===== config.mk =====
export PLATFORM = sky130hd
export DESIGN_NAME = cctl_div
export DESIGN_NICKNAME = d
export VERILOG_FILES = /design/src/rtl/cctl_pkg.sv /design/src/rtl/cctl_div.sv
export SDC_FILE = /design/constraint.sdc
export NUM_CORES = 2
export LEC_CHECK = 0
export BUFFER_PORTS_ARGS = -buffer_cell sky130_fd_sc_hd__buf_2
export CELL_PAD_IN_SITES_DETAIL_PLACEMENT = 1
export CELL_PAD_IN_SITES_GLOBAL_PLACEMENT = 1
export CORE_MARGIN = 3
export CORE_UTILIZATION = 47
export CTS_CLUSTER_SIZE = 25
export DETAILED_ROUTE_END_ITERATION = 7
export PLACE_DENSITY = 0.89
export SLEW_MARGIN = 20
export SYNTH_ARGS = -nofsm -noshare
export SYNTH_HDL_FRONTEND = slang
export SYNTH_SLANG_ARGS = --single-unit
export TNS_END_PERCENT = 10

===== constraint.sdc =====
create_clock -name clk_i -period 15.2 [get_ports clk_i]
set_input_delay 2.28 -clock clk_i [delete_from_list [all_inputs] [get_ports clk_i]]
set_output_delay 2.28 -clock clk_i [all_outputs]
set_load 0.01 [all_outputs]

===== src/rtl/cctl_pkg.sv =====
// Shared types and fixed coefficients for the colour temperature and lux pipeline.
`default_nettype none
package cctl_pkg;

  // Widths of the front-end sums
  localparam int PW = 48;  // P and D, signed
  localparam int AW = 47;  // |P| and |D|
  localparam int YW = 36;  // Y scaled by 1e5, signed
  localparam int SW = 38;  // X+Y+Z scaled by 1e5, signed

  // P = 10000 X - 3320 S, per channel
  localparam int P_R = 238814000;
  localparam int P_G = 254991120;
  localparam int P_B = -582910000;
  // D = 1858 S - 10000 Y, per channel
  localparam int D_R = 111082900;
  localparam int D_G = -854058428;
  localparam int D_B = 522885000;
  // Y row, scaled by 1e5
  localparam int Y_R = -32466;
  localparam int Y_G = 157837;
  localparam int Y_B = -73191;
  // X+Y+Z, scaled by 1e5
  localparam int S_R = -114950;
  localparam int S_G = 389834;
  localparam int S_B = -112500;

  // Divide by 1e5 for values below 2^32: (a * LUX_RECIP) >> LUX_SHIFT
  localparam logic [32:0] LUX_RECIP = 33'd5629499535;
  localparam int          LUX_SHIFT = 49;
  // Divide by 100 for values below 2^22: (a * CCT_RECIP) >> CCT_SHIFT
  localparam logic [22:0] CCT_RECIP = 23'd5368710;
  localparam int          CCT_SHIFT = 29;

  // Cubic coefficients scaled by 100
  localparam int C3 = 44900;
  localparam int C2 = 352500;
  localparam int C1 = 682330;
  localparam int C0 = 552033;

  typedef struct packed {
    logic        degen;
    logic        neg;
    logic [15:0] lux;
  } side_t;

endpackage
`default_nettype wire


===== src/rtl/cctl_div.sv =====
// Pipelined restoring divider: |n| = floor(|P| * 2^FRAC_BITS / |D|), one quotient bit a stage.
`default_nettype none
module cctl_div import cctl_pkg::*; #(
  parameter int FRAC_BITS = 16
) (
  input  logic                 clk_i,
  input  logic                 rst_ni,
  input  logic                 in_valid_i,
  output logic                 in_ready_o,
  input  logic [AW-1:0]        ap_i,
  input  logic [AW-1:0]        ad_i,
  input  logic                 clamp_i,
  input  side_t                side_i,
  output logic                 out_valid_o,
  input  logic                 out_ready_i,
  output logic [FRAC_BITS+4:0] mag_o,
  output side_t                side_o
);

  localparam int NSTEP = FRAC_BITS + 4;
  localparam int RW    = AW + 4;

  logic [NSTEP-1:0] v_q;
  logic [NSTEP:0]   en;
  logic [RW-1:0]    r_q  [NSTEP];
  logic [RW-1:0]    dd_q [NSTEP];
  logic [NSTEP-1:0] qt_q [NSTEP];
  logic             cl_q [NSTEP];
  side_t            sd_q [NSTEP];

  assign en[NSTEP]  = out_ready_i;
  assign in_ready_o = en[0];

  for (genvar k = 0; k < NSTEP; k++) begin : g_step
    logic             v_in, cl_in, ge;
    logic [RW-1:0]    r_in, dd_in, r_d;
    logic [NSTEP-1:0] q_in;
    side_t            sd_in;
    logic [RW:0]      dbl, diff;

    if (k == 0) begin : g_first
      assign v_in  = in_valid_i;
      assign r_in  = RW'(ap_i);
      assign dd_in = {ad_i, 4'b0};
      assign q_in  = '0;
      assign cl_in = clamp_i;
      assign sd_in = side_i;
    end else begin : g_next
      assign v_in  = v_q[k-1];
      assign r_in  = r_q[k-1];
      assign dd_in = dd_q[k-1];
      assign q_in  = qt_q[k-1];
      assign cl_in = cl_q[k-1];
      assign sd_in = sd_q[k-1];
    end

    // double the remainder, subtract the divisor where it fits
    assign dbl  = {r_in, 1'b0};
    assign ge   = dbl >= {1'b0, dd_in};
    assign diff = dbl - {1'b0, dd_in};
    assign r_d  = ge ? diff[RW-1:0] : dbl[RW-1:0];

    assign en[k] = !v_q[k] || en[k+1];

    always_ff @(posedge clk_i or negedge rst_ni) begin
      if (!rst_ni) begin
        v_q[k] <= 1'b0;
      end else if (en[k]) begin
        v_q[k] <= v_in;
      end
    end

    always_ff @(posedge clk_i) begin
      if (en[k]) begin
        r_q[k]  <= r_d;
        dd_q[k] <= dd_in;
        qt_q[k] <= {q_in[NSTEP-2:0], ge};
        cl_q[k] <= cl_in;
        sd_q[k] <= sd_in;
      end
    end
  end

  assign out_valid_o = v_q[NSTEP-1];
  assign mag_o  = cl_q[NSTEP-1] ? {1'b1, {NSTEP{1'b0}}} : {1'b0, qt_q[NSTEP-1]};
  assign side_o = sd_q[NSTEP-1];

endmodule
`default_nettype wire


* After elaboration in Yosys (flattened, before gate mapping) *
Memory sizes are Yosys's and may differ from the RTL's.
Index checks and enable logic that the tools add are counted.

storage, ports and cells
  memory bits (writable) = 2820
  word-level logic and storage cells = 166
  output and inout port bits = 41
  input bits = 117
  memories kept = 5
  flip-flop bits (word level) = 20

memory list
  name  depth  width  rd ports  clocked after Yosys merged registers in  write ports  RTL line        source
  dd_q  20     51     19        0                                        20           cctl_div.sv:26  logic [RW-1:0] dd_q [NSTEP];
  r_q   20     51     19        0                                        20           cctl_div.sv:25  logic [RW-1:0] r_q [NSTEP];
  qt_q  20     20     20        0                                        20           cctl_div.sv:27  logic [NSTEP-1:0] qt_q [NSTEP];
  sd_q  20     18     20        0                                        20           cctl_div.sv:29  side_t sd_q [NSTEP];
  cl_q  20     1      20        0                                        20           cctl_div.sv:28  logic cl_q [NSTEP];

cells by class
  order comparisons = 20
  reductions and logical operators = 40
  add/sub/neg operators = 20
  mux-type cells = 61

operator list
  kind                number
  $mux W51            20
  $ge A52 B51 Y1      19
  $sub A51 B51 Y51    19
  $ge A48 B51 Y1      1
  $sub A48 B51 Y51    1
  $mux W1             40
  $mux W21            1
  $logic_not A1 Y1    20
  $logic_or A1 B1 Y1  20

* Longest topological paths before layout *
  word-level depth = 23
  mapped depth = 18
  gate-level depth less buffers = 16

* Worst setup path before layout *
OpenSTA, ideal clock, no wires.

  kind = input to output
  from = input port out_ready_i
  to = output port in_ready_o
  path slack = -1.256 ns
  path buffers = 0
  arrival = 14.176 ns
  cell stages on the path = 8
  cell sequence = nor2b_1 and3_1 nand3_1 nor3_1 and2_1 nand3_1 nor2_1 nand4_1

between the ends
  cells in the longest elaborated chain, start to end = 20

RTL lines
  what                               RTL line        source
  from (decl)                        cctl_div.sv:15  input logic out_ready_i,
  $logic_or A1 B1 Y1 (5 in series)   cctl_div.sv:63  assign en[k] = !v_q[k] || en[k+1];
  named net en[15]                   cctl_div.sv:24  logic [NSTEP:0] en;
  $logic_or A1 B1 Y1 (11 in series)  cctl_div.sv:63
  named net en[4]                    cctl_div.sv:24
  $logic_or A1 B1 Y1 (4 in series)   cctl_div.sv:63
  to (decl)                          cctl_div.sv:9   output logic in_ready_o,

The timed path passes the listed nets, and every way through them passes these cells.

* Worst setup path in the final report *
Same ends and word-level chain as after synthesis.

==> key figures <==
Worst hold path
  – Hold_sp: sd_q[0][3]
  – Hold EP: sd_q[0][21]
  – HP Class: flop to flop
  – Hold path depth: 0

Flow run
  – Max Cap Violations: 0

Route
  – Vias: roughly 90000
  – Vias per std cell: about 5.7
  – DRT antenna net count: 0
  – # DRC: 0
  – Drt wl/cell: 20.4 um
  – DRT Pass-1 Iters: 5
  – DRT iter0 DRCs: 4855
  – Detailed Route WL: 325000 um

STA
  – Final min period: 8.91 ns
  – Final number of max-transition violations: 0
  – Final period util: 58.6%
  – Final Hold Vio Count: 0
  – Slew Limit Headroom: 20.2%
  – Worst Slack Setup Final: 6.29 ns
  – Setup violators final: 0
  – Worst Clk Skew: around 0.065 ns
  – FMAX: 0.112 GHz
  – Setup_tns: 0 ns
  – Worst-Margin Slew: 1.17 ns
  – RSZ-0062 raised after global routing: false

Floorplan
  – Die Ht: 538 um
  – IO Pins: 158
  – Initial Util: between 40 and 50%
  – Cell row count: 194
  – Die Area: 289000 um2
  – CORE AREA: between 200000 and 300000 um2
  – Die X: 538 um

Placement
  – Gpl congestion: 0.909
  – DP Worst Slack: about 6.3 ns
  – Hpwl dp: 243000 um
  – Port-buffer cells: 157
  – Placed cells: 15400

Cells and area
  – FILL cells: 29700
  – Most frequent cells in the layout: edfxtp_1, inv_1, a21oi_1
  – Final core occ: a little over half
  – Area grow syn2layout: 10.1%
  – Net count reported at finish: about 13000
  – Post-Layout Cell Count: 15900
  – Share of layout cells above drive strength 1: under 10%
  – Commonest non-fill, non-tap cell in the layout: edfxtp_1

Critical path
  – Crit Reg-Reg Endpoint: r_q[9][11]
  – Buf+Inv Stages, Crit Path: 4
  – FF-to-FF Start: r_q[8][12]
  – Critical path's slowest cell: nor3_1
  – Max incr delay on CP: 0.69 ns
  – Required time of the critical path: roughly 13 ns
  – Levels on crit path: 12
  – Setup Crit Path Kind: input port to output pin
  – R2R depth: 14
  – Critical Path Start Type: input port
  – Setup crit end kind: output pin
  – CP Data Arrival Time: 6.63 ns
  – Worst path cell trace: buf_2 > nor2b_1 > and3_1 > nand3_4 > nor3_1 > and2_1 > nand3_4 > buf_4 > nor2_1 > nand4_1 > buf_4 > buf_2
  – CP delay by family, top: simple AND/OR/NAND/NOR gates
  – Worst-path fanout max: 54
  – Worst Setup SP: out_ready_i
  – R2r setup slk: 9.17 ns

Clock tree
  – Post-CTS Setup Inserts: 0
  – CTS tree: built
  – CTS Hold Bufs: 0
  – Insertion delay to the later sink of the worst-skew pair: 0.87 ns
  – H-Tree Depth: 5
  – Resized Gates After CTS: 0
  – CTS clk-pin slew, worst paths: 0.06 ns
  – Clk root buf: clkbuf_16
  – CTS buffer count: 275
  – Total clock sinks: 2402
  – Clock Tree Buf Depth: 4

Synthesis
  – Primary FF master, synth: edfxtp_1
  – Syn avg cell area: 11.3 um2
  – EDFF count, synth: 2382
  – Syn Std Cell Area: 133000 um2
  – Yosys Warn Count: 0
  – Register bit total from synthesis: about 2400
  – Asr flop ratio synth: 0.833%
  – Seq/Total Area, Yosys: a little over half
  – Cells after Synth: around 12000
  – Mapped Nets: 12900
  – Library cells used by synthesis: 115

GRT
  – Global-route wire length before repair: 520000 um
  – Grt ovf: 0
  – Maximum number of pins on one net before global-route repair: 94
  – Total track usage: between 20% and 30%
  – Initial antenna violation count: 2
  – Vias in the first global route: 99000

Power
  – Lkg Pwr: a little over 60 nW
  – PD cells: 231 nW/um2
  – Peak supply drop: 132 uV

Run status
  – Run status: finished clean
## cell families (layout without fill, tap and decap cells)
group / Yosys count / after routing / synth area share [%]
xor+xnor: 795 / 795 / 5.24
mux: 272 / 272 / 2.42
flops: 2402 / 2402 / 54.2
buf+inv: 1483 / 1867 / 4.34
simple gates: 2580 / 2580 / 9.16
compound gates: 3314 / 3314 / 15.5
other cells: 0 / 1 / 0
fa+ha+maj: 955 / 955 / 9.10
## state kept, by name, summed over array words and instances (netlist names)
signal,flops
out_valid_o,1
g_step.v_in,19
cl_q,20
r_q,899
sd_q,360
dd_q,893
qt_q,210
## worst register-to-register path: stages, from the launching register on
cell and delay [ns]:
edfxtp_1 0.43, ha_1 0.43, nand3_1 0.13, nor3_1 0.72
o21ai_0 0.25, and3_1 0.37, a2bb2oi_1 0.23, a311oi_1 0.46
o21ai_0 0.14, nand2b_1 0.15, a31o_2 0.22, a31oi_1 0.15
o41ai_4 0.84, buf_4 0.69, mux2_2 0.56
## routing by layer
metal	global-route usage (%)	vias up	share of wire (%)
met5	0	-	0
met4	11.3	0	5.6
met3	2.24	928	2.6
met2	42.8	1827	54
met1	23.4	44600	38
li1	-	43300	-
## cells in the mapped netlist, types with 31 or more instances
master	instances	area, um2
o211ai_1	33	248
nand3_1	176	881
a211oi_1	61	458
nor4_1	33	206
nand4_1	153	957
and3_1	66	413
inv_1	1167	4380
o21ai_1	53	265
buf_2	44	220
o31ai_1	61	458
o21bai_1	142	1070
a31oi_1	105	657
and2_1	47	294
mux2_2	211	2380
or2_2	31	194
nor2b_1	189	1180
o21a_1	113	848
clkbuf_1	231	867
nand2_1	828	3110
edfxtp_1	2382	71500
xnor2_1	480	4200
nor2_1	687	2580
o21ai_0	769	3850
xor2_1	315	2760
a21o_1	551	4140
nand2b_1	160	1000
nor3_1	109	546
ha_1	936	11700
a21oi_1	1124	5630
mux2_4	44	661
## power breakdown
part           switching (mW)  leakage, nW  internal [mW]
logic                    9.50         32.1           6.56
clock network            2.65         4.19           3.70
registers                1.15         25.2           10.3
## metrics by stage
stage / area [um2] / total power, mW / hold WS (ns)
floorplan: 133000 / 23.0 / 0.400
global placement: 138000 / 26.1 / 0.400
detailed placement: 138000 / 27.1 / 0.405
CTS: 146000 / 33.8 / 0.372
global route: 146000 / 36.1 / 0.376
finish: 146000 / 33.8 / 0.367
## worst max-delay path by stage
stage | slack [ns] | to
finish | 6.29 | in_ready_o
global route | 5.99 | in_ready_o
CTS | 6.23 | in_ready_o
detailed placement | 6.26 | in_ready_o
global placement | 6.40 | in_ready_o
floorplan | 0.22 | in_ready_o
## area by class of cell
class	count	area, um2	share of cell area (%)
clock buffers	345	7340	5.02
well taps	3724	4660	3.19
diodes	1	2.50	0.00171
multi-input cells	7916	55300	37.8
repair buffers	217	1260	0.859
clock inverters	137	1230	0.839
inverters	1168	4400	3.01
flip-flops and latches	2402	72000	49.3
(Power assumes the default switching activity.)
