--- src/rtl/cctl_pkg.sv ---
// Shared types and fixed coefficients for the colour temperature and lux pipeline.
`default_nettype none
package cctl_pkg;

  // Widths of the front-end sums
  localparam int PW = 48;  // P and D, signed
  localparam int AW = 47;  // |P| and |D|
  localparam int YW = 36;  // Y scaled by 1e5, signed
  localparam int SW = 38;  // X+Y+Z scaled by 1e5, signed

  // P = 10000 X - 3320 S, per channel
  localparam int P_R = 238814000;
  localparam int P_G = 254991120;
  localparam int P_B = -582910000;
  // D = 1858 S - 10000 Y, per channel
  localparam int D_R = 111082900;
  localparam int D_G = -854058428;
  localparam int D_B = 522885000;
  // Y row, scaled by 1e5
  localparam int Y_R = -32466;
  localparam int Y_G = 157837;
  localparam int Y_B = -73191;
  // X+Y+Z, scaled by 1e5
  localparam int S_R = -114950;
  localparam int S_G = 389834;
  localparam int S_B = -112500;

  // Divide by 1e5 for values below 2^32: (a * LUX_RECIP) >> LUX_SHIFT
  localparam logic [32:0] LUX_RECIP = 33'd5629499535;
  localparam int          LUX_SHIFT = 49;
  // Divide by 100 for values below 2^22: (a * CCT_RECIP) >> CCT_SHIFT
  localparam logic [22:0] CCT_RECIP = 23'd5368710;
  localparam int          CCT_SHIFT = 29;

  // Cubic coefficients scaled by 100
  localparam int C3 = 44900;
  localparam int C2 = 352500;
  localparam int C1 = 682330;
  localparam int C0 = 552033;

  typedef struct packed {
    logic        degen;
    logic        neg;
    logic [15:0] lux;
  } side_t;

endpackage
`default_nettype wire

--- src/rtl/cctl_poly.sv ---
// Cubic stage: n^2, n^3, weighted sum, scale by 1/100 and saturate.
`default_nettype none
module cctl_poly import cctl_pkg::*; #(
  parameter int FRAC_BITS = 16
) (
  input  logic                 clk_i,
  input  logic                 rst_ni,
  input  logic                 in_valid_i,
  output logic                 in_ready_o,
  input  logic [FRAC_BITS+4:0] mag_i,
  input  side_t                side_i,
  output logic                 out_valid_o,
  input  logic                 out_ready_i,
  output logic [15:0]          cct_o,
  output logic [15:0]          lux_o,
  output logic                 degen_o
);

  localparam int MW  = FRAC_BITS + 5;
  localparam int M2W = 2 * MW;
  localparam int N2W = FRAC_BITS + 9;
  localparam int P3W = N2W + MW;
  localparam int N3W = FRAC_BITS + 13;
  localparam int TW  = FRAC_BITS + 30;
  localparam int AMW = TW - FRAC_BITS;

  logic en1, en2, en3, en4, en5;
  logic v1_q, v2_q, v3_q, v4_q, v5_q;

  logic [MW-1:0]  m1_q, m2m_q;
  logic [M2W-1:0] sq_q;
  side_t          sd1_q, sd2_q, sd3_q, sd4_q;

  logic [N2W-1:0] n2_d, n2_q;
  logic [P3W-1:0] p3_q;

  logic [N3W-1:0]       n3;
  logic [TW-1:0]        n3_e, n1_e;
  logic signed [TW-1:0] n3_s, n1_s, t3_q, t12_q, t_sum;
  logic [TW-1:0]        tmag;
  logic [AMW-1:0]       amag;
  logic [21:0]          alo_q;
  logic                 abig_q, tneg_q;

  logic [44:0] cprod;
  logic [15:0] cq, cct_d;
  logic [15:0] cct_q, lux_q;
  logic        degen_q;

  assign en5 = !v5_q || out_ready_i;
  assign en4 = !v4_q || en5;
  assign en3 = !v3_q || en4;
  assign en2 = !v2_q || en3;
  assign en1 = !v1_q || en2;
  assign in_ready_o = en1;

  assign n2_d = sq_q[FRAC_BITS +: N2W];
  assign n3   = p3_q[FRAC_BITS +: N3W];
  assign n3_e = TW'(n3);
  assign n1_e = TW'(m2m_q);
  assign n3_s = sd2_q.neg ? $signed(-n3_e) : $signed(n3_e);
  assign n1_s = sd2_q.neg ? $signed(-n1_e) : $signed(n1_e);

  assign t_sum = t3_q + t12_q;
  assign tmag  = t_sum[TW-1] ? TW'(-t_sum) : TW'(t_sum);
  assign amag  = tmag[TW-1:FRAC_BITS];

  assign cprod = 45'(alo_q) * 45'(CCT_RECIP);
  assign cq    = cprod[CCT_SHIFT +: 16];
  always_comb begin
    if (sd4_q.degen) begin
      cct_d = '0;
    end else if (!tneg_q) begin
      cct_d = (abig_q || cq > 16'd32767) ? 16'h7fff : cq;
    end else begin
      cct_d = (abig_q || cq > 16'd32768) ? 16'h8000 : 16'(-cq);
    end
  end

  always_ff @(posedge clk_i or negedge rst_ni) begin
    if (!rst_ni) begin
      v1_q <= 1'b0;
      v2_q <= 1'b0;
      v3_q <= 1'b0;
      v4_q <= 1'b0;
      v5_q <= 1'b0;
    end else begin
      if (en1) v1_q <= in_valid_i;
      if (en2) v2_q <= v1_q;
      if (en3) v3_q <= v2_q;
      if (en4) v4_q <= v3_q;
      if (en5) v5_q <= v4_q;
    end
  end

  always_ff @(posedge clk_i) begin
    if (en1) begin
      m1_q  <= mag_i;
      sq_q  <= M2W'(mag_i) * M2W'(mag_i);
      sd1_q <= side_i;
    end
    if (en2) begin
      m2m_q <= m1_q;
      n2_q  <= n2_d;
      p3_q  <= P3W'(n2_d) * P3W'(m1_q);
      sd2_q <= sd1_q;
    end
    if (en3) begin
      t3_q  <= n3_s * $signed(TW'(C3));
      t12_q <= $signed(TW'(n2_q)) * $signed(TW'(C2)) + n1_s * $signed(TW'(C1))
             + ($signed(TW'(C0)) <<< FRAC_BITS);
      sd3_q <= sd2_q;
    end
    if (en4) begin
      alo_q  <= amag[21:0];
      abig_q <= |amag[AMW-1:22];
      tneg_q <= t_sum[TW-1];
      sd4_q  <= sd3_q;
    end
    if (en5) begin
      cct_q   <= cct_d;
      lux_q   <= sd4_q.lux;
      degen_q <= sd4_q.degen;
    end
  end

  assign out_valid_o = v5_q;
  assign cct_o   = cct_q;
  assign lux_o   = lux_q;
  assign degen_o = degen_q;

endmodule
`default_nettype wire

--- config.mk ---
export PLATFORM = sky130hd
export DESIGN_NAME = cctl_poly
export DESIGN_NICKNAME = d
export VERILOG_FILES = /design/src/rtl/cctl_pkg.sv /design/src/rtl/cctl_poly.sv
export SDC_FILE = /design/constraint.sdc
export NUM_CORES = 2
export LEC_CHECK = 0
export BUFFER_PORTS_ARGS = -buffer_cell sky130_fd_sc_hd__buf_4
export CAP_MARGIN = 0
export CORE_ASPECT_RATIO = 0.5
export CORE_MARGIN = 5
export CORE_UTILIZATION = 53
export DETAILED_ROUTE_END_ITERATION = 8
export GPL_TIMING_DRIVEN = 0
export MAX_ROUTING_LAYER = met4
export PLACE_DENSITY_LB_ADDON = 0.3
export SLEW_MARGIN = 10
export SYNTH_ARGS = -nofsm -noshare
export SYNTH_HDL_FRONTEND = slang
export SYNTH_SLANG_ARGS = --single-unit
--- constraint.sdc ---
create_clock -name clk_i -period 13.9 [get_ports clk_i]
set_input_delay 1.39 -clock clk_i [delete_from_list [all_inputs] [get_ports clk_i]]
set_output_delay 1.39 -clock clk_i [all_outputs]
set_load 0.005 [all_outputs]
After elaboration in Yosys (flattened, before gate mapping)
Index checks and enable logic that the tools add are counted.

storage, ports and cells
  flip-flop bits (word level) = 375
  input port bits = 43
  output and inout port bits = 35

operators by class
  add/sub/neg operators = 7
  multipliers = 6
  $lt $le $gt $ge = 2
  mux-type cells = 6
  reductions and logical operators = 13

operators with widths
  kind                    count
  $mux 46                 3
  $mux 16                 3
  $add 45x46->46          1
  $add 46x37->46 const B  1
  $add 46x46->46          1
  $mul 46x15->44 const B  1
  $mul 46x20->45 const B  1
  $neg 21->46             1
  $neg 29->46             1
  $neg 46->46             1
  $mul 25x21->45          1
  $mul 22x22->44 const B  1
  $mul 25x17->42 const B  1
  $mul 21x21->41          1
  $gt 16x15->1 const B    1
  $gt 16x16->1 const B    1
  $neg 16->16             1
  $reduce_or 8->1         1
  $logic_or 1x1->1        7
  $logic_not 1->1         5

Depth between registers and ports, before layout
  depth in word-level cells = 6
  gate-level depth with buffers = 47

Least setup slack after synthesis
OpenSTA, ideal clock, no wires.

  path kind = reg-to-reg
  from = register m2m_q[3]
  to = register t12_q[45], data pin
  library setup time = 0.259 ns
  arrival time = 9.891 ns
  data required time = 13.641 ns
  path slack = 3.749 ns
  cell stages (with the launch flop) = 43
  path buffers = 1
  period minus slack after synthesis = 10.151 ns
  path through = edfxtp_1 > nor3_1 > nand3_1 > or3_1 > nand2b_1 > nand2b_1 > or4_1 > clkbuf_1 > o21ai_1 > inv_1 > ha_1 > xor2_1 > ha_1 > a21o_1 > ha_1 > inv_1 > fa_1 > inv_1 > (+7 left out) > nand3_1 > nor2_1 > a211oi_1 > o31ai_1 > a41oi_1 > a2111oi_0 > or3_1 > nand2_1 > o21ai_0 > or2_2 > a21oi_1 > xnor2_1 > ha_1 > ha_1 > a21o_1 > a221o_1 > a21oi_1 > xnor2_1

between the ends
  word-level cells in the longest chain between the ends = 5

ends and longest elaborated chain
  item                    RTL line          RTL
  start, declared         cctl_poly.sv:30   logic [MW-1:0] m1_q, m2m_q;
  start signal, assigned  cctl_poly.sv:103  m2m_q <= m1_q;
  $neg 21->46             cctl_poly.sv:62   assign n1_s = sd2_q.neg ? $signed(-n1_e) : $signed(n1_e);
  $mux 46 (*)             cctl_poly.sv:62
  $mul 46x20->45 (*)      cctl_poly.sv:110  t12_q <= $signed(TW'(n2_q)) * $signed(TW'(C2)) + n1_s * $signed(TW'(C1))
  $add 45x46->46 (*)      cctl_poly.sv:110
  $add 46x37->46 (*)      cctl_poly.sv:111  + ($signed(TW'(C0)) <<< FRAC_BITS);
  end signal, assigned    cctl_poly.sv:110
  end, declared           cctl_poly.sv:39   logic signed [TW-1:0] n3_s, n1_s, t3_q, t12_q, t_sum;

Every way passes the cells marked *; elsewhere a longest branch is shown, timed or not.
A chain may end at the register's enable or synchronous reset.

Worst setup path in the final report
  from = register sd2_q[16] (netlist bit)
  to = register t12_q[43], data pin

between the ends
  word-level cells in the longest chain between the ends = 4

ends and longest elaborated chain
  item                    RTL line          RTL
  start, declared         cctl_poly.sv:32   side_t sd1_q, sd2_q, sd3_q, sd4_q;
  start signal, assigned  cctl_poly.sv:106  sd2_q <= sd1_q;
  $mux 46                 cctl_poly.sv:62
  $mul 46x20->45          cctl_poly.sv:110
  $add 45x46->46          cctl_poly.sv:110
  $add 46x37->46          cctl_poly.sv:111

Every way passes these cells.

==> metrics.cfg <==
[synth]
synth_area_um2 = 80800
yosysMostFrequentCell = inv_1
synthCells = 7881
yosys-top-cells-count = 1943 x inv_1, 1543 x fa_1, 1330 x ha_1
synth_edf_count = 337
yosysWarnings = 0
synth_top_area_frac = 0.382
synth_seq_cells = 342
synth_top_area_cell = fa_1
syn_nets = 10800
ys_async_sr_fraction = 0.0146
synth_cell_types = 74
synth.yosys.seq_area_share = 0.127
ys.flop_type = edfxtp_1
syn_avg_cell_area_um2 = 10.3
ys_top_cells_by_area = fa_1 38%, ha_1 21%, edfxtp_1 13%

[timing]
finalSetupViolCount = 0
final-hold-violation-count = 0
skew_ps = 48.1
rsz0062_at_grt = false
slew_headroom = 0.202
slew_viol_final = 0
fmax_mhz = 77.0
finalCriticalPeriod_ps = 12990
final.setup.worst_slack_ps = 911
tightestPinTransition_ps = 1190
finalCritPeriodShare = 0.934
holdWs_ps = 417

[clock_network]
clkLatencyLatePin_ps = 610
htreeDepth = 2
cts_buffers = 40
clk_path_buf_depth = 3
clkSlewWorstSetupHoldPaths_ps = 60
cts-root-buf = clkbuf_16
numClockSinks = 342
cts_tree = done
cts_hold_buf = 0

[die]
core_area_um2 = 152000
fp.dieArea_um2 = 161000
die_h_um = 286
start_util = 0.533
fp.dieW_um = 562
io_pins = 78
rows = 101

[setup_path]
cp-start-kind = flip-flop
slowest_delay_ps = 790
crit_end = t12_q[43]
crit_path_end_kind = flip-flop
critPathLaunch = sd2_q[16]
timing.rr.end = t12_q[43]
worst_r2r_path_depth = 42
critPathSlowestCell = edfxtp_1
crit_type = flip-flop to flip-flop
crit_required_ps = 14230
r2r-start = sd2_q[16]
crit_top_cell = ha_1
worst-r2r-setup-slack_ps = 910
crit_fanout = 10
cp_data_arrival_time_ps = 13320

[drt]
drt_iter0_markers = 3374
met2_length_um = 87900
wl_per_cell_um = 19.0
drc = 0
routed.top_layer = met4
vias = 53500
route.met3.wl_um = 13500
finalWirelength_um = 191000
met1_length_um = 84700
viasPerCell = 5.33
drt_pre_antenna_iters = 6
postRouteAntennaNets = 0

[cells_and_area]
area_delta_synth_final_pct = 5.76
fin_nets = 10900
fin_area_um2 = 85500
drive_gt1_frac = 0.0257

[grt]
first_global_vias = 57200
antenna_found_initial = 5
grt_max_degree = 60
grt_pass1_wl_um = 310000
grt.total_usage = 0.252
overflow = 0

[place]
hpwl_um = 166000
placed_cell_area_um2 = 84100
globalplace.congestion = 0.987
portBuffers = 77
pre_cts_slack_ps = -355

[worst_hold_path]
min_path_type = flip-flop to flip-flop

[status]
status = completed

[job]
cap_violations = 0

## worst min-delay path by stage
stage / start / endpoint / slack, ps / depth (start not counted)
detailed placement: sd1_q[2] / sd2_q[2] / 400 / 0
floorplan: sd4_q[0] / lux_o[0] / 400 / 0
global placement: sd3_q[6] / sd4_q[6] / 400 / 0
finish: sd1_q[2] / sd2_q[2] / 420 / 0
CTS: sd1_q[2] / sd2_q[2] / 420 / 0
global route: sd3_q[9] / sd4_q[9] / 430 / 0
## state kept, by name, summed over array words and instances (netlist names), 21 cells and up
name	flops
alo_q	22
m1_q	21
m2m_q	21
n2_q	25
p3_q	29
sq_q	25
t12_q	45
t3_q	44
## cells by family after synthesis
kind of cell | synth area share
muxes | 0.00105
AOI/OAI and AO/OA | 0.0573
and+or+nand+nor | 0.0882
adders and majority gates | 0.588
buffers and inverters | 0.0979
xor gates and xnor gates | 0.0406
DFF | 0.127
## cells in the final DEF (no fill, tap or decap), drive strengths merged, types with 36 or more instances in the layout
| cell type | netlist | layout |
|---|---|---|
| a21o | 113 | 113 |
| a21oi | 179 | 179 |
| and2 | 286 | 286 |
| buf | 4 | 92 |
| clkbuf | 159 | 202 |
| edfxtp | 337 | 337 |
| fa | 1543 | 1543 |
| ha | 1330 | 1330 |
| inv | 1943 | 1947 |
| nand2 | 592 | 592 |
| nand2b | 44 | 44 |
| nand3 | 61 | 61 |
| nor2 | 230 | 230 |
| nor2b | 36 | 36 |
| nor3 | 85 | 85 |
| o21a | 47 | 47 |
| o21ai | 131 | 131 |
| xnor2 | 253 | 253 |
| xor2 | 122 | 122 |
## critical path: cells and delay by family, from the launching register on
kind	cells	cell delay (ps)
AND/OR/NAND/NOR	7	1350
XOR/XNOR	1	230
flip-flops	1	790
buffers and inverters	9	2780
AO/OA/AOI/OAI	15	4080
adder cells (fa/ha/maj)	10	3430
## metrics by stage
stage                     utilization  instances  TNS [ps]
final                           0.564      10100         0
after detailed placement        0.555       9977      -355
after global routing            0.564      10100         0
after global placement          0.553       9966      -288
after CTS                       0.563      10000         0
after floorplan                     -       7881         0
## cell type report
class,instances,area (um2)
Clock inverter,28,335
Fill cell,13100,66200
Sequential cell,342,10200
Clock buffer,44,1020
Timing Repair Buffer,88,751
Multi-Input combinational cell,5433,62700
Inverter,1943,7290
Tap cell,2008,2510
Antenna cell,2,5.00
Buffer,162,613
## repair_timing
item	in CTS	in global routing
gates resized for setup	1	4
setup endpoints to repair	1	2
hold endpoints to repair	0	0
buffers inserted	0	0
## layer usage
layer / up-vias / track usage
met5: - / -
met1: 26900 / 0.341
met4: 0 / 0.0517
met2: 1429 / 0.403
met3: 251 / 0.0450
li1: 24900 / -
Power is left out: the tool's default activity adds up to more than one toggle a clock period on the data nets, which glitch-free logic cannot reach.
